==> config.mk <==
export PLATFORM = sky130hd
export DESIGN_NAME = heard_address_lru_table
export DESIGN_NICKNAME = d
export VERILOG_FILES = /design/src/hw/rtl/hal_pkg.sv /design/src/hw/rtl/hal_order_ram.sv /design/src/hw/rtl/hal_slot_ram.sv /design/src/hw/rtl/hal_engine.sv /design/src/hw/rtl/heard_address_lru_table.sv
export SDC_FILE = /design/constraint.sdc
export NUM_CORES = 2
export LEC_CHECK = 0
export ABC_CLOCK_PERIOD_IN_PS = 8400
export BUFFER_PORTS_ARGS = -buffer_cell sky130_fd_sc_hd__buf_2
export CAP_MARGIN = 40
export CORE_MARGIN = 8
export CORE_UTILIZATION = 46
export DETAILED_ROUTE_END_ITERATION = 12
export PLACE_DENSITY = 0.68
export SLEW_MARGIN = 20
export SYNTH_ARGS = -nofsm -noshare
export SYNTH_HDL_FRONTEND = slang
export SYNTH_SLANG_ARGS = --single-unit
==> constraint.sdc <==
create_clock -name clk_i -period 8.4 [get_ports clk_i]
set_input_delay 0.84 -clock clk_i [delete_from_list [all_inputs] [get_ports clk_i]]
set_output_delay 0.84 -clock clk_i [all_outputs]
set_load 0.01 [all_outputs]
==> src/hw/rtl/hal_pkg.sv <==
`timescale 1ns / 1ps
// ----------------------------------------------------------------------------
// hal_pkg: heard address table package
// Shared types, commands, state codes and widths of the heard address table.
// ----------------------------------------------------------------------------
package hal_pkg;

  localparam int DEPTH_DEFAULT = 16;
  localparam int CAP_W         = 5;
  localparam logic [CAP_W-1:0] CAP_RESET = 5'd16;
  localparam logic CAP_REG_IDX = 1'b0;

  localparam int ADDR_W  = 32;
  localparam int PORT_W  = 4;
  localparam int SEC_W   = 32;
  localparam int CNT_W   = 32;
  localparam int S_TDATA_W = 72;
  localparam int M_TDATA_W = 104;

  typedef enum logic [1:0] {
    CMD_LOG   = 2'd0,
    CMD_FLUSH = 2'd1,
    CMD_LIST  = 2'd2
  } cmd_e;

  typedef enum logic [2:0] {
    ST_IDLE,
    ST_LOG_RD,
    ST_LOG_SLOT,
    ST_LOG_CMP,
    ST_LOG_FIN,
    ST_LIST_RD,
    ST_LIST_SLOT,
    ST_LIST_EMIT
  } state_e;

  typedef struct packed {
    logic [ADDR_W-1:0] addr;
    logic [PORT_W-1:0] port;
    logic [SEC_W-1:0]  stamp;
    logic [CNT_W-1:0]  count;
  } slot_t;

  typedef struct packed {
    logic              entry_valid;
    logic [ADDR_W-1:0] entry_addr;
    logic [PORT_W-1:0] entry_port;
    logic [SEC_W-1:0]  age_sec;
    logic [CNT_W-1:0]  pkt_count;
    logic              was_hit;
    logic              was_evicted;
    logic              is_last;
  } res_t;

endpackage

==> src/hw/rtl/hal_order_ram.sv <==
`timescale 1ns / 1ps
// ----------------------------------------------------------------------------
// hal_order_ram: recency order memory
// Slot numbers by position, one write and one registered read per cycle.
// Entries not yet written since reset or flush read as their own position.
// ----------------------------------------------------------------------------
module hal_order_ram #(
  parameter int DEPTH = hal_pkg::DEPTH_DEFAULT,
  parameter int IDX_W = (DEPTH > 1) ? $clog2(DEPTH) : 1
) (
  input  logic             clk_i,
  input  logic             rst_ni,
  input  logic             clear_i,
  input  logic             we_i,
  input  logic [IDX_W-1:0] waddr_i,
  input  logic [IDX_W-1:0] wdata_i,
  input  logic             re_i,
  input  logic [IDX_W-1:0] raddr_i,
  output logic [IDX_W-1:0] rdata_o
);

  logic [IDX_W-1:0] mem [DEPTH];
  logic [DEPTH-1:0] valid_q;
  logic [IDX_W-1:0] rdata_q;

  always_ff @(posedge clk_i or negedge rst_ni) begin
    if (!rst_ni) begin
      valid_q <= '0;
    end else if (clear_i) begin
      valid_q <= '0;
    end else if (we_i) begin
      valid_q[waddr_i] <= 1'b1;
    end
  end

  always_ff @(posedge clk_i) begin
    if (we_i) begin
      mem[waddr_i] <= wdata_i;
    end
    if (re_i) begin
      rdata_q <= valid_q[raddr_i] ? mem[raddr_i] : raddr_i;
    end
  end

  assign rdata_o = rdata_q;

endmodule

==> src/hw/rtl/hal_slot_ram.sv <==
`timescale 1ns / 1ps
// ----------------------------------------------------------------------------
// hal_slot_ram: slot storage
// Address, port, time stamp and count per slot; one write, one registered read.
// ----------------------------------------------------------------------------
module hal_slot_ram #(
  parameter int DEPTH = hal_pkg::DEPTH_DEFAULT,
  parameter int IDX_W = (DEPTH > 1) ? $clog2(DEPTH) : 1
) (
  input  logic             clk_i,
  input  logic             we_i,
  input  logic [IDX_W-1:0] waddr_i,
  input  hal_pkg::slot_t   wdata_i,
  input  logic             re_i,
  input  logic [IDX_W-1:0] raddr_i,
  output hal_pkg::slot_t   rdata_o
);

  hal_pkg::slot_t mem [DEPTH];
  hal_pkg::slot_t rdata_q;

  always_ff @(posedge clk_i) begin
    if (we_i) begin
      mem[waddr_i] <= wdata_i;
    end
    if (re_i) begin
      rdata_q <= mem[raddr_i];
    end
  end

  assign rdata_o = rdata_q;

endmodule

==> src/hw/rtl/hal_engine.sv <==
`timescale 1ns / 1ps
// ----------------------------------------------------------------------------
// hal_engine: table walk sequencer
// Walks the recency order one position at a time with a shared comparator
// and a shared add/subtract unit; moves entries to the front and holds
// one finished result word in an output register.
// ----------------------------------------------------------------------------
module hal_engine #(
  parameter int DEPTH = hal_pkg::DEPTH_DEFAULT,
  parameter int IDX_W = (DEPTH > 1) ? $clog2(DEPTH) : 1,
  parameter int OCC_W = $clog2(DEPTH + 1)
) (
  input  logic                       clk_i,
  input  logic                       rst_ni,
  input  logic                       in_valid_i,
  output logic                       in_ready_o,
  input  hal_pkg::cmd_e              in_cmd_i,
  input  logic [hal_pkg::ADDR_W-1:0] in_addr_i,
  input  logic [hal_pkg::PORT_W-1:0] in_port_i,
  input  logic [hal_pkg::SEC_W-1:0]  in_now_i,
  input  logic [OCC_W-1:0]           lim_i,
  output logic                       out_valid_o,
  input  logic                       out_ready_i,
  output hal_pkg::res_t              out_res_o,
  output logic                       ord_clear_o,
  output logic                       ord_we_o,
  output logic [IDX_W-1:0]           ord_waddr_o,
  output logic [IDX_W-1:0]           ord_wdata_o,
  output logic                       ord_re_o,
  output logic [IDX_W-1:0]           ord_raddr_o,
  input  logic [IDX_W-1:0]           ord_rdata_i,
  output logic                       slot_we_o,
  output logic [IDX_W-1:0]           slot_waddr_o,
  output hal_pkg::slot_t             slot_wdata_o,
  output logic                       slot_re_o,
  output logic [IDX_W-1:0]           slot_raddr_o,
  input  hal_pkg::slot_t             slot_rdata_i
);

  hal_pkg::state_e state_q, state_d;
  logic [OCC_W-1:0] pos_q, pos_d;
  logic [OCC_W-1:0] occ_q, occ_d;
  logic [IDX_W-1:0] carry_q, carry_d;
  logic [IDX_W-1:0] s_q, s_d;
  logic [IDX_W-1:0] front_q, front_d;
  logic             hit_q, hit_d;
  logic             evict_q, evict_d;

  logic [hal_pkg::ADDR_W-1:0] addr_q;
  logic [hal_pkg::PORT_W-1:0] port_q;
  logic [hal_pkg::SEC_W-1:0]  now_q;

  logic                     out_valid_q;
  hal_pkg::res_t            out_res_q;
  hal_pkg::res_t            res;
  logic                     emit;
  logic                     out_free;

  logic [31:0] alu_a, alu_b, alu_y;
  logic        alu_sub;

  logic [OCC_W-1:0] pos_inc;
  logic [IDX_W-1:0] pos_idx;

  assign out_free = !out_valid_q || out_ready_i;
  assign pos_inc  = pos_q + OCC_W'(1);
  assign pos_idx  = pos_q[IDX_W-1:0];
  assign alu_y    = alu_a + (alu_sub ? ~alu_b : alu_b) + {31'b0, alu_sub};

  always_comb begin
    state_d = state_q;
    pos_d   = pos_q;
    occ_d   = occ_q;
    carry_d = carry_q;
    s_d     = s_q;
    front_d = front_q;
    hit_d   = hit_q;
    evict_d = evict_q;

    in_ready_o   = 1'b0;
    ord_clear_o  = 1'b0;
    ord_we_o     = 1'b0;
    ord_waddr_o  = pos_idx;
    ord_wdata_o  = carry_q;
    ord_re_o     = 1'b0;
    ord_raddr_o  = pos_idx;
    slot_we_o    = 1'b0;
    slot_waddr_o = front_q;
    slot_re_o    = 1'b0;
    slot_raddr_o = ord_rdata_i;

    alu_a   = slot_rdata_i.count;
    alu_b   = 32'd1;
    alu_sub = 1'b0;

    slot_wdata_o.addr  = addr_q;
    slot_wdata_o.port  = port_q;
    slot_wdata_o.stamp = now_q;
    slot_wdata_o.count = 32'd1;

    emit = 1'b0;
    res  = '0;

    case (state_q)
      hal_pkg::ST_IDLE: begin
        in_ready_o = 1'b1;
        if (in_valid_i) begin
          case (in_cmd_i)
            hal_pkg::CMD_LOG: begin
              pos_d   = '0;
              state_d = hal_pkg::ST_LOG_RD;
            end
            hal_pkg::CMD_FLUSH: begin
              occ_d       = '0;
              ord_clear_o = 1'b1;
            end
            hal_pkg::CMD_LIST: begin
              pos_d   = '0;
              state_d = hal_pkg::ST_LIST_RD;
            end
            default: ;
          endcase
        end
      end

      hal_pkg::ST_LOG_RD: begin
        if (pos_q == occ_q && occ_q >= lim_i) begin
          front_d = carry_q;
          hit_d   = 1'b0;
          evict_d = 1'b1;
          state_d = hal_pkg::ST_LOG_FIN;
        end else begin
          ord_re_o = 1'b1;
          state_d  = hal_pkg::ST_LOG_SLOT;
        end
      end

      hal_pkg::ST_LOG_SLOT: begin
        if (pos_q == occ_q) begin
          ord_we_o = (pos_q != '0);
          front_d  = ord_rdata_i;
          hit_d    = 1'b0;
          evict_d  = 1'b0;
          occ_d    = pos_inc;
          state_d  = hal_pkg::ST_LOG_FIN;
        end else begin
          slot_re_o = 1'b1;
          s_d       = ord_rdata_i;
          state_d   = hal_pkg::ST_LOG_CMP;
        end
      end

      hal_pkg::ST_LOG_CMP: begin
        ord_we_o = (pos_q != '0);
        carry_d  = s_q;
        if (slot_rdata_i.addr == addr_q) begin
          front_d = s_q;
          hit_d   = 1'b1;
          evict_d = 1'b0;
          state_d = hal_pkg::ST_LOG_FIN;
        end else begin
          pos_d   = pos_inc;
          state_d = hal_pkg::ST_LOG_RD;
        end
      end

      hal_pkg::ST_LOG_FIN: begin
        if (hit_q) begin
          slot_wdata_o.count = (slot_rdata_i.count == '1) ? slot_rdata_i.count : alu_y;
        end
        ord_waddr_o = '0;
        ord_wdata_o = front_q;
        res.entry_valid = 1'b1;
        res.entry_addr  = addr_q;
        res.entry_port  = port_q;
        res.pkt_count   = slot_wdata_o.count;
        res.was_hit     = hit_q;
        res.was_evicted = evict_q;
        res.is_last     = 1'b1;
        if (out_free) begin
          ord_we_o  = 1'b1;
          slot_we_o = 1'b1;
          emit      = 1'b1;
          state_d   = hal_pkg::ST_IDLE;
        end
      end

      hal_pkg::ST_LIST_RD: begin
        if (occ_q == '0) begin
          res.is_last = 1'b1;
          if (out_free) begin
            emit    = 1'b1;
            state_d = hal_pkg::ST_IDLE;
          end
        end else begin
          ord_re_o = 1'b1;
          state_d  = hal_pkg::ST_LIST_SLOT;
        end
      end

      hal_pkg::ST_LIST_SLOT: begin
        slot_re_o = 1'b1;
        state_d   = hal_pkg::ST_LIST_EMIT;
      end

      hal_pkg::ST_LIST_EMIT: begin
        alu_a   = now_q;
        alu_b   = slot_rdata_i.stamp;
        alu_sub = 1'b1;
        res.entry_valid = 1'b1;
        res.entry_addr  = slot_rdata_i.addr;
        res.entry_port  = slot_rdata_i.port;
        res.age_sec     = alu_y;
        res.pkt_count   = slot_rdata_i.count;
        res.is_last     = (pos_inc == occ_q);
        if (out_free) begin
          emit = 1'b1;
          if (pos_inc == occ_q) begin
            state_d = hal_pkg::ST_IDLE;
          end else begin
            pos_d   = pos_inc;
            state_d = hal_pkg::ST_LIST_RD;
          end
        end
      end

      default: state_d = hal_pkg::ST_IDLE;
    endcase
  end

  always_ff @(posedge clk_i or negedge rst_ni) begin
    if (!rst_ni) begin
      state_q     <= hal_pkg::ST_IDLE;
      occ_q       <= '0;
      out_valid_q <= 1'b0;
    end else begin
      state_q <= state_d;
      occ_q   <= occ_d;
      if (emit) begin
        out_valid_q <= 1'b1;
      end else if (out_ready_i) begin
        out_valid_q <= 1'b0;
      end
    end
  end

  always_ff @(posedge clk_i) begin
    pos_q   <= pos_d;
    carry_q <= carry_d;
    s_q     <= s_d;
    front_q <= front_d;
    hit_q   <= hit_d;
    evict_q <= evict_d;
    if (in_valid_i && in_ready_o) begin
      addr_q <= in_addr_i;
      port_q <= in_port_i;
      now_q  <= in_now_i;
    end
    if (emit) begin
      out_res_q <= res;
    end
  end

  assign out_valid_o = out_valid_q;
  assign out_res_o   = out_res_q;

endmodule

==> src/hw/rtl/heard_address_lru_table.sv <==
`timescale 1ns / 1ps
// ----------------------------------------------------------------------------
// heard_address_lru_table: heard source address table, most recent first
// Log: take the word, then an order read, slot read and compare per entry;
// a hit goes to the final step, an eviction from the order read step and a
// new entry from the slot step. List: take the word, then an order read, slot
// read and emit per entry; an empty table only emits. Flush and unknown
// commands end on acceptance. Hold the final step while the output stalls.
// Reset: table empty, identity order, limit 16; no clearing pass is needed.
// ----------------------------------------------------------------------------
module heard_address_lru_table #(
  parameter int TABLE_DEPTH = hal_pkg::DEPTH_DEFAULT
) (
  input  logic                          clk_i,
  input  logic                          rst_ni,
  // tdata: src_addr[31:0], port_index[35:32], now_sec[67:36], zero[71:68]
  input  logic [hal_pkg::S_TDATA_W-1:0] s_axis_tdata_i,
  // tuser: cmd[1:0]
  input  logic [1:0]                    s_axis_tuser_i,
  input  logic                          s_axis_tvalid_i,
  output logic                          s_axis_tready_o,
  // tdata: entry_addr[31:0], entry_port[35:32], age_sec[67:36],
  //        pkt_count[99:68], was_hit[100], was_evicted[101], zero[103:102]
  output logic [hal_pkg::M_TDATA_W-1:0] m_axis_tdata_o,
  // tuser: entry_valid[0]
  output logic [0:0]                    m_axis_tuser_o,
  output logic                          m_axis_tlast_o,
  output logic                          m_axis_tvalid_o,
  input  logic                          m_axis_tready_i,
  input  logic                          psel,
  input  logic                          penable,
  input  logic                          pwrite,
  input  logic [2:0]                    paddr,
  input  logic [31:0]                   pwdata,
  output logic [31:0]                   prdata,
  output logic                          pready
);

  localparam int IDX_W = (TABLE_DEPTH > 1) ? $clog2(TABLE_DEPTH) : 1;
  localparam int OCC_W = $clog2(TABLE_DEPTH + 1);
  localparam int LIM_W = (OCC_W > hal_pkg::CAP_W) ? OCC_W : hal_pkg::CAP_W;

  logic [hal_pkg::CAP_W-1:0] cap_q;
  logic [LIM_W-1:0]          cap_ext;
  logic [OCC_W-1:0]          lim;

  logic             ord_clear, ord_we, ord_re;
  logic [IDX_W-1:0] ord_waddr, ord_wdata, ord_raddr, ord_rdata;
  logic             slot_we, slot_re;
  logic [IDX_W-1:0] slot_waddr, slot_raddr;
  hal_pkg::slot_t   slot_wdata, slot_rdata;
  hal_pkg::res_t    res;

  always_ff @(posedge clk_i or negedge rst_ni) begin
    if (!rst_ni) begin
      cap_q <= hal_pkg::CAP_RESET;
    end else if (psel && penable && pwrite && pready && paddr[2] == hal_pkg::CAP_REG_IDX) begin
      cap_q <= pwdata[hal_pkg::CAP_W-1:0];
    end
  end

  assign pready = 1'b1;
  assign prdata = (paddr[2] == hal_pkg::CAP_REG_IDX) ? {27'b0, cap_q} : 32'b0;

  assign cap_ext = LIM_W'(cap_q);
  assign lim = (cap_q == '0 || cap_ext > LIM_W'(TABLE_DEPTH)) ?
               OCC_W'(TABLE_DEPTH) : OCC_W'(cap_ext);

  hal_order_ram #(
    .DEPTH (TABLE_DEPTH),
    .IDX_W (IDX_W)
  ) u_order (
    .clk_i   (clk_i),
    .rst_ni  (rst_ni),
    .clear_i (ord_clear),
    .we_i    (ord_we),
    .waddr_i (ord_waddr),
    .wdata_i (ord_wdata),
    .re_i    (ord_re),
    .raddr_i (ord_raddr),
    .rdata_o (ord_rdata)
  );

  hal_slot_ram #(
    .DEPTH (TABLE_DEPTH),
    .IDX_W (IDX_W)
  ) u_slot (
    .clk_i   (clk_i),
    .we_i    (slot_we),
    .waddr_i (slot_waddr),
    .wdata_i (slot_wdata),
    .re_i    (slot_re),
    .raddr_i (slot_raddr),
    .rdata_o (slot_rdata)
  );

  hal_engine #(
    .DEPTH (TABLE_DEPTH),
    .IDX_W (IDX_W),
    .OCC_W (OCC_W)
  ) u_engine (
    .clk_i        (clk_i),
    .rst_ni       (rst_ni),
    .in_valid_i   (s_axis_tvalid_i),
    .in_ready_o   (s_axis_tready_o),
    .in_cmd_i     (hal_pkg::cmd_e'(s_axis_tuser_i)),
    .in_addr_i    (s_axis_tdata_i[31:0]),
    .in_port_i    (s_axis_tdata_i[35:32]),
    .in_now_i     (s_axis_tdata_i[67:36]),
    .lim_i        (lim),
    .out_valid_o  (m_axis_tvalid_o),
    .out_ready_i  (m_axis_tready_i),
    .out_res_o    (res),
    .ord_clear_o  (ord_clear),
    .ord_we_o     (ord_we),
    .ord_waddr_o  (ord_waddr),
    .ord_wdata_o  (ord_wdata),
    .ord_re_o     (ord_re),
    .ord_raddr_o  (ord_raddr),
    .ord_rdata_i  (ord_rdata),
    .slot_we_o    (slot_we),
    .slot_waddr_o (slot_waddr),
    .slot_wdata_o (slot_wdata),
    .slot_re_o    (slot_re),
    .slot_raddr_o (slot_raddr),
    .slot_rdata_i (slot_rdata)
  );

  assign m_axis_tdata_o = {2'b0, res.was_evicted, res.was_hit, res.pkt_count,
                           res.age_sec, res.entry_port, res.entry_addr};
  assign m_axis_tuser_o = res.entry_valid;
  assign m_axis_tlast_o = res.is_last;

endmodule
==> impl_metrics.ini <==
[global_routing]
grt_use_total_pct = 20.1
grt_max_degree = 146
antenna_found_initial = 4
grt.overflow.total = 0
grt_pass1_wl_um = 267000
grt_pass1_vias = 38000

[route]
drtIter0Drc = 4300
vias = 37400
dr.pass1.iters = 5
drcViolationCount = 0
ant_nets = 0
vias_per_cell = 5.97
wirelength_um = 185000
wl_per_cell_um = 29.5

[power]
pwr-share-comb_pct = 23.3
ir_drop_mv = 0.285
power_frac_seq_pct = 46.6
swShare_pct = 28.3
internal-power_w = 0.0200
power.leakage_nw = 28.0
netSwitchingPower_w = 0.00791
pwr-share-clk_pct = 30.1
p_per_area_nw_per_um2 = 317

[hold_path]
hold_path_class = in -> async

[worst_setup_path]
r2r_slack_ps = 3350
crit_required_ps = 8940
worst_r2r_path_depth = 13
r2r_end = u_slot.mem[7][31]$_DFFE_PP_
critical_path_class = reg -> reg
cp.arrival_ps = 5590
critPathLaunchType = register
r2r-start = u_engine.state_q[2]$_DFFE_PN0P_
cp-end-kind = register
worst-path-max-fanout = 60
crit_end = u_slot.mem[7][31]$_DFFE_PP_
startpoint = u_engine.state_q[2]$_DFFE_PN0P_

[layout]
nFillCells = 12700
mostFrequentLayoutCells = 1,959 x edfxtp_1, 524 x mux4_2, 199 x clkbuf_16
area_growth_pct = 13.7
final_util_pct = 52.7
layout.cells.non_filler = 6264
post_route_cells_drive_above_1_share_pct = 28.4
final_common_cell = edfxtp_1
fin_nets = 4057

[timing]
tightest_slew_ps = 1080
finalSetupTns_ps = 0
setup_viol = 0
slew_viol_final = 0
timing.final.crit_share_pct = 60.1
layout_min_cycle_time_ps = 5050
hold_viol_final = 0
fin_worst_skew_ps = 23.9
rsz0062_at_grt = false
max_freq_ghz = 0.198
setup_slack_ps = 3350
relSlewSlack_pct = 28.2

[placement]
numPlacedInstances = 5899
gp_congestion = 0.887
port_buffers = 193
dp_slack_ps = 3150
dp_hpwl_um = 100000

[die]
die_width_um = 427
ios = 257
start_util_pct = 46.3
die_h_um = 427
die_area_um2 = 182000
rows = 150
coreArea_um2 = 167000

[logic_synthesis]
ys.flop_type = edfxtp_1
yosysSeqAreaShare_pct = 76.9
postSynthCellCount = 3584
ys_warn_count = 0
synth_seq_cells = 1993
synth-edff-count = 1959
synthArstFlopShare_pct = 1.51
synth_area_per_cell_um2 = 21.6
synth.cell_area_um2 = 77600
synth_cell_type_count = 70

[cts]
clockBufferDepth = 3
clkTransAtPathRegs_ps = 60
clock_latency_ps = 820
cts_setup_buffers = 0
cts_num_sinks = 1993
cts_buffers = 194
cts_root_buf = clkbuf_16
cts_resized = 0
ctsHoldBuffers = 0
cts_tree = yes
htreeDepth = 4

[run_status]
status = complete, no violations

[job]
drv_cap = 0
-- layer usage --
metal / global-route usage [%] / part of all wire [%]
met4: 6.93 / 3.5
met2: 33.6 / 50
met3: 3.39 / 7.2
met5: 0 / 0.0065
met1: 26.8 / 39
-- sequential cells by signal (all words and copies together), names as in the netlist, named ones only --
| signal | count |
|---|---|
| u_engine.port_q | 4 |
| u_engine.hit_q | 1 |
| u_slot.rdata_o | 100 |
| u_engine.state_q | 3 |
| u_engine.s_q | 4 |
| u_engine.pos_q | 5 |
| u_engine.out_valid_o | 1 |
| u_order.mem | 64 |
| u_slot.mem | 1600 |
| u_engine.out_res_o | 104 |
| u_order.valid_q | 16 |
| u_engine.occ_q | 5 |
| u_engine.now_q | 32 |
| u_engine.evict_q | 1 |
| u_engine.carry_q | 4 |
| u_engine.addr_q | 32 |
| u_order.rdata_o | 4 |
| u_engine.slot_waddr_o | 4 |
| cap_ext | 5 |
-- cell type report --
class / count / area, um2 / area share, %
inverter: 21 / 78.8 / 0.0894
clock buffer: 237 / 5140 / 5.83
timing repair buffer: 305 / 2300 / 2.61
antenna: 1 / 2.50 / 0.00284
sequential: 1993 / 59700 / 67.7
clock inverter: 116 / 1010 / 1.15
tap: 2204 / 2760 / 3.13
multi-input combinational: 1387 / 17200 / 19.5
-- stage by stage --
| stage | cell area, um2 | hold WS [ps] | power, W |
|---|---|---|---|
| CTS | 88100 | 14.0 | 0.0282 |
| finish | 88200 | 67.8 | 0.0280 |
| detailed placement | 81900 | 437 | 0.0198 |
| global route | 88200 | 93.2 | 0.0290 |
| floorplan | 77700 | 424 | 0.0176 |
| global placement | 81300 | 430 | 0.0197 |
-- Yosys cell counts (20+ instances only) --
master	n	share of area, %
a21o_1	28	0.27
a21oi_1	70	0.45
a22o_1	40	0.45
buf_1	39	0.19
buf_4	30	0.29
clkbuf_1	136	0.66
dfrtp_1	29	0.94
edfxtp_1	1959	76
ha_1	38	0.61
inv_1	21	0.10
mux4_2	524	15
nand2_1	171	0.83
nand3_1	23	0.15
nor2_1	138	0.67
o21a_1	20	0.19
o21ai_0	42	0.27
xnor2_1	22	0.25
xor2_1	51	0.58
-- kinds of logic (layout without fill, tap and decap cells) --
logic type                 Yosys count  in the layout  share of synthesized area [%]
xor gates and xnor gates            73             73                          0.824
muxes                              546            546                           15.5
other                                2             31                        0.00968
AOI/OAI and AO/OA                  265            265                           2.37
DFF                               1993           1993                           76.9
and+or+nand+nor                    434            434                           2.47
buffers and inverters              232            679                           1.28
adders and majority gates           39             39                          0.639
-- critical path: stages (launching register included) --
cell	delay (ps)
dfrtp_1	810
and3_4	790
buf_4	780
nand2_1	210
nand2_1	110
ha_1	290
nor2b_1	160
nor2_1	60
o31ai_1	590
nor2_1	80
and3_1	200
a31oi_1	200
a31oi_1	200
buf_2	230
-- worst min-delay path by stage --
stage | from | to | slack (ps)
after floorplan | u_order.rdata_o[0]$_DFFE_PP_ | u_engine.s_q[0]$_DFFE_PP_ | 420
after global placement | u_engine.s_q[1]$_DFFE_PP_ | u_engine.carry_q[1]$_DFFE_PP_ | 430
after detailed placement | u_engine.s_q[3]$_DFFE_PP_ | u_engine.carry_q[3]$_DFFE_PP_ | 440
after CTS | rst_ni | u_engine.occ_q[3]$_DFFE_PN0P_ | 10
after global routing | rst_ni | cap_ext[1]$_DFFE_PN0P_ | 90
final | rst_ni | cap_ext[1]$_DFFE_PN0P_ | 70
-- power groups by stage --
| stage | clock [W] | sequential (W) | combinational (W) |
|---|---|---|---|
| after floorplan | 0 | 0.0128 | 0.00483 |
| after global placement | 0 | 0.0132 | 0.00651 |
| after detailed placement | 0 | 0.0132 | 0.00656 |
| after CTS | 0.00858 | 0.0130 | 0.00659 |
| after global routing | 0.00894 | 0.0131 | 0.00697 |
| final | 0.00842 | 0.0130 | 0.00650 |
Note: power is estimated with default switching activity, not from simulation.
